`src/hw/rtl/stxfb_pkg.sv`:
```
// Shared types and constants for the STX / length / LRC frame builder.
package stxfb_pkg;

    localparam logic [7:0]  STX_BYTE = 8'h02;
    localparam logic [15:0] MIN_BODY = 16'd3;

    // Queue sizing between front and back
    localparam int Q_DEPTH = 4;
    localparam int Q_AW    = $clog2(Q_DEPTH);
    localparam int Q_CW    = $clog2(Q_DEPTH + 1);

    // Entry kinds: frame opener, plain body byte, frame closer
    localparam logic [1:0] KIND_FIRST = 2'd0;
    localparam logic [1:0] KIND_MID   = 2'd1;
    localparam logic [1:0] KIND_LAST  = 2'd2;

    // Sub-step indexes within one entry's output burst
    localparam logic [1:0] SUB_0 = 2'd0;
    localparam logic [1:0] SUB_1 = 2'd1;
    localparam logic [1:0] SUB_2 = 2'd2;
    localparam logic [1:0] SUB_3 = 2'd3;

    // One classified item: aux holds the length (opener) or the LRC (closer)
    typedef struct packed {
        logic [1:0]  kind;
        logic [7:0]  data;
        logic [15:0] aux;
    } entry_t;

    // Queue status seen by both sides
    typedef struct packed {
        logic full;
        logic empty;
    } q_status_t;

endpackage

```
`src/hw/rtl/stxfb_front.sv`:
```
// Front end: accepts body bytes, tracks frame state and the running LRC.
module stxfb_front
    import stxfb_pkg::*;
(
    input  logic        clk,
    input  logic        rst_n,
    input  logic        s_tvalid,
    output logic        s_tready,
    input  logic [23:0] s_tdata,   // [7:0] body_byte, [23:8] body_length
    input  q_status_t   q_status,
    output logic        push,
    output entry_t      push_entry
);

    logic        in_frame_reg, in_frame_next;
    logic [15:0] bytes_left_reg, bytes_left_next;
    logic [7:0]  lrc_reg, lrc_next;

    logic [7:0]  body_byte;
    logic [15:0] body_length;
    logic [15:0] len_fixed;
    logic [15:0] left_dec;
    logic [7:0]  lrc_mid;

    assign body_byte   = s_tdata[7:0];
    assign body_length = s_tdata[23:8];
    assign s_tready    = !q_status.full;
    assign push        = s_tvalid && s_tready;

    // Classify the item and work out the next frame state
    always_comb
    begin
        len_fixed  = (body_length < MIN_BODY) ? MIN_BODY : body_length;
        left_dec   = (bytes_left_reg != 16'd0) ? (bytes_left_reg - 16'd1) : bytes_left_reg;
        lrc_mid    = lrc_reg ^ body_byte;

        in_frame_next   = in_frame_reg;
        bytes_left_next = bytes_left_reg;
        lrc_next        = lrc_reg;

        push_entry.data = body_byte;
        push_entry.kind = KIND_MID;
        push_entry.aux  = 16'd0;

        if (!in_frame_reg)
        begin
            push_entry.kind = KIND_FIRST;
            push_entry.aux  = len_fixed;
            if (push)
            begin
                in_frame_next   = 1'b1;
                bytes_left_next = len_fixed - 16'd1;
                lrc_next        = len_fixed[15:8] ^ len_fixed[7:0] ^ body_byte;
            end
        end
        else if (left_dec == 16'd0)
        begin
            push_entry.kind = KIND_LAST;
            push_entry.aux  = {8'd0, lrc_mid};
            if (push)
            begin
                in_frame_next   = 1'b0;
                bytes_left_next = 16'd0;
                lrc_next        = 8'd0;
            end
        end
        else if (push)
        begin
            bytes_left_next = left_dec;
            lrc_next        = lrc_mid;
        end
    end

    always_ff @(posedge clk or negedge rst_n)
    begin
        if (!rst_n)
        begin
            in_frame_reg   <= 1'b0;
            bytes_left_reg <= 16'd0;
            lrc_reg        <= 8'd0;
        end
        else
        begin
            in_frame_reg   <= in_frame_next;
            bytes_left_reg <= bytes_left_next;
            lrc_reg        <= lrc_next;
        end
    end

endmodule

```
`src/hw/rtl/stxfb_queue.sv`:
```
// Short queue of classified entries between front and back.
module stxfb_queue
    import stxfb_pkg::*;
(
    input  logic      clk,
    input  logic      rst_n,
    input  logic      push,
    input  entry_t    push_entry,
    input  logic      pop,
    output entry_t    head,
    output q_status_t q_status
);

    entry_t          mem_reg [Q_DEPTH];
    logic [Q_AW-1:0] wr_ptr_reg, wr_ptr_next;
    logic [Q_AW-1:0] rd_ptr_reg, rd_ptr_next;
    logic [Q_CW-1:0] count_reg, count_next;

    assign head           = mem_reg[rd_ptr_reg];
    assign q_status.full  = (count_reg == Q_CW'(Q_DEPTH));
    assign q_status.empty = (count_reg == '0);

    // Pointer and fill count update
    always_comb
    begin
        wr_ptr_next = wr_ptr_reg;
        rd_ptr_next = rd_ptr_reg;
        count_next  = count_reg;
        if (push)
        begin
            wr_ptr_next = (wr_ptr_reg == Q_AW'(Q_DEPTH - 1)) ? '0 : wr_ptr_reg + 1'b1;
        end
        if (pop)
        begin
            rd_ptr_next = (rd_ptr_reg == Q_AW'(Q_DEPTH - 1)) ? '0 : rd_ptr_reg + 1'b1;
        end
        case ({push, pop})
            2'b10:   count_next = count_reg + 1'b1;
            2'b01:   count_next = count_reg - 1'b1;
            default: count_next = count_reg;
        endcase
    end

    always_ff @(posedge clk or negedge rst_n)
    begin
        if (!rst_n)
        begin
            wr_ptr_reg <= '0;
            rd_ptr_reg <= '0;
            count_reg  <= '0;
        end
        else
        begin
            wr_ptr_reg <= wr_ptr_next;
            rd_ptr_reg <= rd_ptr_next;
            count_reg  <= count_next;
        end
    end

    // Entry storage, no reset needed
    always_ff @(posedge clk)
    begin
        if (push)
        begin
            mem_reg[wr_ptr_reg] <= push_entry;
        end
    end

endmodule

```
`src/hw/rtl/stxfb_back.sv`:
```
// Back end: expands each queued entry into its output bytes.
module stxfb_back
    import stxfb_pkg::*;
(
    input  logic      clk,
    input  logic      rst_n,
    input  entry_t    head,
    input  q_status_t q_status,
    output logic      pop,
    output logic      m_tvalid,
    input  logic      m_tready,
    output logic [7:0] m_tdata,   // [7:0] out_byte
    output logic      m_tlast,    // run_last
    output logic      m_tuser     // [0] frame_end
);

    logic [1:0] sub_reg, sub_next;
    logic       valid_reg, valid_next;
    logic [7:0] byte_reg;
    logic       last_reg;
    logic       end_reg;

    logic       load;
    logic [7:0] sel_byte;
    logic       sel_last;
    logic       sel_end;

    assign load     = !q_status.empty && (!valid_reg || m_tready);
    assign pop      = load && sel_last;
    assign m_tvalid = valid_reg;
    assign m_tdata  = byte_reg;
    assign m_tlast  = last_reg;
    assign m_tuser  = end_reg;

    // Pick the byte for the current sub-step of the head entry
    always_comb
    begin
        sel_byte = head.data;
        sel_last = 1'b1;
        sel_end  = 1'b0;
        case (head.kind)
            KIND_FIRST:
            begin
                sel_last = (sub_reg == SUB_3);
                case (sub_reg)
                    SUB_0:   sel_byte = STX_BYTE;
                    SUB_1:   sel_byte = head.aux[15:8];
                    SUB_2:   sel_byte = head.aux[7:0];
                    default: sel_byte = head.data;
                endcase
            end
            KIND_LAST:
            begin
                sel_last = (sub_reg == SUB_1);
                sel_end  = (sub_reg == SUB_1);
                sel_byte = (sub_reg == SUB_1) ? head.aux[7:0] : head.data;
            end
            default:
            begin
                sel_byte = head.data;
            end
        endcase

        sub_next   = sub_reg;
        valid_next = valid_reg;
        if (load)
        begin
            valid_next = 1'b1;
            sub_next   = sel_last ? SUB_0 : sub_reg + 1'b1;
        end
        else if (m_tready)
        begin
            valid_next = 1'b0;
        end
    end

    always_ff @(posedge clk or negedge rst_n)
    begin
        if (!rst_n)
        begin
            sub_reg   <= SUB_0;
            valid_reg <= 1'b0;
        end
        else
        begin
            sub_reg   <= sub_next;
            valid_reg <= valid_next;
        end
    end

    // Output payload register
    always_ff @(posedge clk)
    begin
        if (load)
        begin
            byte_reg <= sel_byte;
            last_reg <= sel_last;
            end_reg  <= sel_end;
        end
    end

endmodule

```
`src/hw/rtl/stx_length_lrc_frame_builder_core.sv`:
```
// Top level of the STX / length / LRC frame builder.
//
// Input stream (s_*): one body byte per transfer. The first transfer of a
// frame also carries the 16-bit body length (values below 3 are raised to
// 3); later transfers ignore it.
// Output stream (m_*): framed bytes: 0x02, length high, length low, body
// bytes, then the XOR LRC over the length and body bytes. m_tuser flags the
// LRC byte, m_tlast marks the last byte caused by each input transfer.
// The first output byte of an input transfer is registered in the queue
// and then in the output register.
// Throughput: the input takes one transfer per cycle while the 4-entry queue
// has room; the output emits one byte per cycle while m_tready is high. A
// frame's opener gives 4 output bytes, each middle byte 1, the closer 2. The
// output byte rate is the limit; the queue absorbs header and trailer bursts.
// Reset clears frame state, queue and output valid; the next byte opens a
// new frame. When the receiver stalls, the output register holds, the queue
// fills, and s_tready drops once it is full.
module stx_length_lrc_frame_builder_core
    import stxfb_pkg::*;
(
    input  logic        clk,
    input  logic        rst_n,
    input  logic        s_tvalid,
    output logic        s_tready,
    input  logic [23:0] s_tdata,   // [7:0] body_byte, [23:8] body_length
    output logic        m_tvalid,
    input  logic        m_tready,
    output logic [7:0]  m_tdata,   // [7:0] out_byte
    output logic        m_tlast,   // run_last
    output logic        m_tuser    // [0] frame_end
);

    q_status_t q_status;
    entry_t    push_entry;
    entry_t    head;
    logic      push;
    logic      pop;

    stxfb_front u_front (
        .clk        (clk),
        .rst_n      (rst_n),
        .s_tvalid   (s_tvalid),
        .s_tready   (s_tready),
        .s_tdata    (s_tdata),
        .q_status   (q_status),
        .push       (push),
        .push_entry (push_entry)
    );

    stxfb_queue u_queue (
        .clk        (clk),
        .rst_n      (rst_n),
        .push       (push),
        .push_entry (push_entry),
        .pop        (pop),
        .head       (head),
        .q_status   (q_status)
    );

    stxfb_back u_back (
        .clk      (clk),
        .rst_n    (rst_n),
        .head     (head),
        .q_status (q_status),
        .pop      (pop),
        .m_tvalid (m_tvalid),
        .m_tready (m_tready),
        .m_tdata  (m_tdata),
        .m_tlast  (m_tlast),
        .m_tuser  (m_tuser)
    );

endmodule

```
`config.mk`:
```
export PLATFORM = sky130hd
export DESIGN_NAME = stx_length_lrc_frame_builder_core
export DESIGN_NICKNAME = d
export VERILOG_FILES = /design/src/hw/rtl/stxfb_pkg.sv /design/src/hw/rtl/stxfb_front.sv /design/src/hw/rtl/stxfb_queue.sv /design/src/hw/rtl/stxfb_back.sv /design/src/hw/rtl/stx_length_lrc_frame_builder_core.sv
export SDC_FILE = /design/constraint.sdc
export NUM_CORES = 1
export LEC_CHECK = 0
export ABC_CLOCK_PERIOD_IN_PS = 3000
export BUFFER_PORTS_ARGS = -buffer_cell sky130_fd_sc_hd__buf_4
export CAP_MARGIN = 20
export CORE_MARGIN = 2
export CORE_UTILIZATION = 35
export DETAILED_ROUTE_END_ITERATION = 12
export HOLD_SLACK_MARGIN = 0.15
export PLACE_DENSITY = 0.49
export SLEW_MARGIN = 25
export SYNTH_ARGS = -nofsm -noshare
export SYNTH_HDL_FRONTEND = slang
export SYNTH_SLANG_ARGS = --single-unit
export TNS_END_PERCENT = 30
```
`constraint.sdc`:
```
create_clock -name clk -period 3 [get_ports clk]
set_input_delay 0.3 -clock clk [delete_from_list [all_inputs] [get_ports clk]]
set_output_delay 0.3 -clock clk [all_outputs]
set_load 0.03 [all_outputs]
```
==> flow_metrics.tcl <==
set metrics [dict create \
    run_status "complete, no violations" \
    ff_latch_area_sq_um 4300 \
    synth_cell_type_count 64 \
    min_period_over_period 0.950 \
    min_period_ps 2850 \
    clockBufferDepth 2 \
    die_x_microns 150 \
    syn_nets 632 \
    ys_warn_count 0 \
    synth_compound_area_frac 0.131 \
    maxCapViolCount 0 \
    max-vdd-ir-drop_mv 0.410 \
    placed_area_sq_um 8270 \
    ant_nets 0 \
    clk_pin_slew_worst_paths_ps 70 \
    slowest_delay_ps 500 \
    grt_pass1_wl_microns 29300 \
    synth-seq-cells 149 \
    largest_reg_flops 104 \
    finalNetCount 704 \
    min_to "u_queue.mem_reg[2][21]$_DFFE_PP_" \
    p_per_area_nw_per_um2 820 \
    synth.avg_cell_area_sq_um 12.6 \
    initial_core_util 0.356 \
    seq_area_frac_synth 0.577 \
    synth-simple-area-share 0.107 \
    multiInputGateArea_sq_um 2930 \
    total_power_w 0.00735 \
    syn_area_sq_um 7460 \
    cp_cell_sequence "inv_2 -> ha_1 -> or3b_2 -> or4_4 -> a211oi_2 -> o2111ai_2 -> buf_4 -> o21ai_4 -> buf_12 -> o21ai_0" \
    grt_overflow 0 \
    numClockSinks 149 \
    worstPathMaxFanout 15 \
    fp.dieH_microns 150 \
    hpwl_microns 13100 \
    synthAdderAreaFrac 0.0245 \
    cp-start-kind "flip-flop" \
    fp.coreArea_sq_um 21000 \
    place_ws_ps 144 \
    rrSetupSlack_ps 150 \
    grtUsageTotal 0.176 \
    slowest_stage "or3b_2" \
    worstMarginPinSlew_ps 835 \
    hp-class "in -> reg" \
    setup_slack_ps 150 \
    reg2regPathDepth 10 \
    synthMuxAreaShare 0.0894 \
    synthCells 590 \
    grt_pass1_vias 5120 \
    fin_area_sq_um 8970 \
    arrival_ps 3150 \
    worstHoldPathCells 1 \
    via_per_inst 5.32 \
    slew_headroom 0.443 \
    synth_top_family_by_area "compound AO/OA/AOI/OAI gates" \
    wire_per_inst_microns 19.7 \
    r2r_start "u_front.bytes_left_reg[0]$_DFFE_PN0P_" \
    io_buffer_count 39 \
    r2r_end "u_front.lrc_reg[7]$_DFFE_PN0P_" \
    hold_violations 0 \
    post_cts_buffers 0 \
    fillers 1996 \
    cts_buffers 17 \
    num_antenna_cells 0 \
    hp-start "s_tdata[5]" \
    drc_errors 0 \
    cts_tree "yes" \
    gp_congestion 0.851 \
    maxSlewViolCount 0 \
    cts_root_buf "clkbuf_16" \
    antenna_found_initial 0 \
    rsz0062_at_grt "false" \
    htreeDepth 4 \
    vias 5053 \
    mostFrequentLayoutCell "edfxtp_1" \
    firstDrtPassIters 4 \
    max_freq_mhz 351 \
    io_pins 40 \
    drt_wl_total_microns 18700 \
    synth-xor-area-share 0.0399 \
    tns_ps 0 \
    clkLatencyLatePin_ps 420 \
    synth_edf_count 114 \
    drive_above_1_share 0.243 \
    finalSetupViolCount 0 \
    syn_to_final_growth_pct 20.3 \
    critPathCaptureType "flip-flop" \
    rows 53 \
    ys.flop_type "edfxtp_1" \
    crit_type "reg -> reg" \
    die-area_sq_um 22500 \
    mostFrequentLayoutCells "114 x edfxtp_1, 75 x buf_4, 39 x nor2_1" \
    drt_iter0_drc 359 \
    grt_max_degree 36 \
    async_flop_share 0.235 \
    p_leak_nw 3.13 \
    critPathRequiredTime_ps 3300 \
    fin_skew_ps 10.8 \
]
worst max-delay path by stage:
stage                                          startpoint                                endpoint  slack [ps]  cells after the start
CTS                 u_front.bytes_left_reg[0]$_DFFE_PN0P_        u_queue.mem_reg[0][25]$_DFFE_PP_         120                      7
detailed placement  u_front.bytes_left_reg[0]$_DFFE_PN0P_        u_queue.mem_reg[0][25]$_DFFE_PP_         140                      7
finish              u_front.bytes_left_reg[0]$_DFFE_PN0P_          u_front.lrc_reg[7]$_DFFE_PN0P_         150                     10
global placement    u_front.bytes_left_reg[0]$_DFFE_PN0P_        u_queue.mem_reg[0][25]$_DFFE_PP_         230                      7
global route        u_front.bytes_left_reg[0]$_DFFE_PN0P_  u_front.bytes_left_reg[12]$_DFFE_PN0P_          10                     10
floorplan                u_queue.count_reg[1]$_DFFE_PN0P_        u_queue.count_reg[2]$_DFFE_PN0P_         130                     11
metrics by stage:
stage	hold WS, ps	instances	util
after floorplan	4.41	590	-
after global placement	309	909	0.395
after detailed placement	319	909	0.395
after CTS	153	950	0.428
after global routing	158	950	0.428
final	177	950	0.428
where the power goes:
part           leakage, nW  switching, W  internal, W
Sequential            1.43      0.000208      0.00274
Clock                0.285      0.000890      0.00124
Combinational         1.42       0.00129     0.000977
logic make-up after synthesis:
kind of cell | Yosys count
compound gates | 142
xor+xnor | 34
fa+ha+maj | 14
buf+inv | 60
flops | 149
mux | 36
simple gates | 155
worst max-delay path: cells and delay by family, from the launching register on:
kind,cells,cell delay (ps)
simple gates,2,940
flops,1,440
compound gates,4,720
buf+inv,3,450
fa+ha+maj,1,160
layer usage:
metal | share of wire | routed length, microns | GRT usage | vias to the layer above
met5 | 0 | 0 | 0 | -
li1 | - | - | - | 2409
met4 | 0.018 | 333 | 0.0632 | 0
met1 | 0.47 | 8750 | 0.239 | 2497
met3 | 0.032 | 607 | 0.0290 | 21
met2 | 0.48 | 9050 | 0.285 | 126
area by class of cell:
type / count / share of cell area
Clock buffer: 19 / 0.0518
Clock inverter: 13 / 0.0149
Inverter: 27 / 0.0113
Multi-Input combinational cell: 381 / 0.327
Sequential cell: 149 / 0.480
Tap cell: 275 / 0.0384
Timing Repair Buffer: 86 / 0.0773
timing repair:
action                     CTS  global route
hold endpoints to repair    64             0
resized for setup            0             4
setup endpoints to repair    0            28
hold buffers                 9             0
cells in the mapped netlist (4+ instances only):
library cell / instances / share of area
mux2i_1: 7 / 0.0094
nand2_1: 26 / 0.013
or4_1: 7 / 0.0070
nor4_1: 7 / 0.0059
o22ai_1: 8 / 0.0067
and3_1: 5 / 0.0042
xnor2_1: 26 / 0.031
dfrtp_1: 35 / 0.12
a22o_1: 9 / 0.011
nand4_1: 4 / 0.0034
o21ai_2: 9 / 0.011
nor3_1: 24 / 0.016
nand3_1: 9 / 0.0060
nor2b_1: 13 / 0.011
xor2_1: 8 / 0.0094
inv_1: 25 / 0.013
edfxtp_1: 114 / 0.46
mux2_2: 5 / 0.0076
clkbuf_1: 27 / 0.014
a21oi_1: 30 / 0.020
o21ai_0: 33 / 0.022
and2_1: 4 / 0.0034
nor2_1: 40 / 0.020
mux4_2: 24 / 0.072
or3_1: 4 / 0.0034
a22oi_1: 19 / 0.019
ha_1: 13 / 0.022
Note: power is estimated with default switching activity, not from simulation.
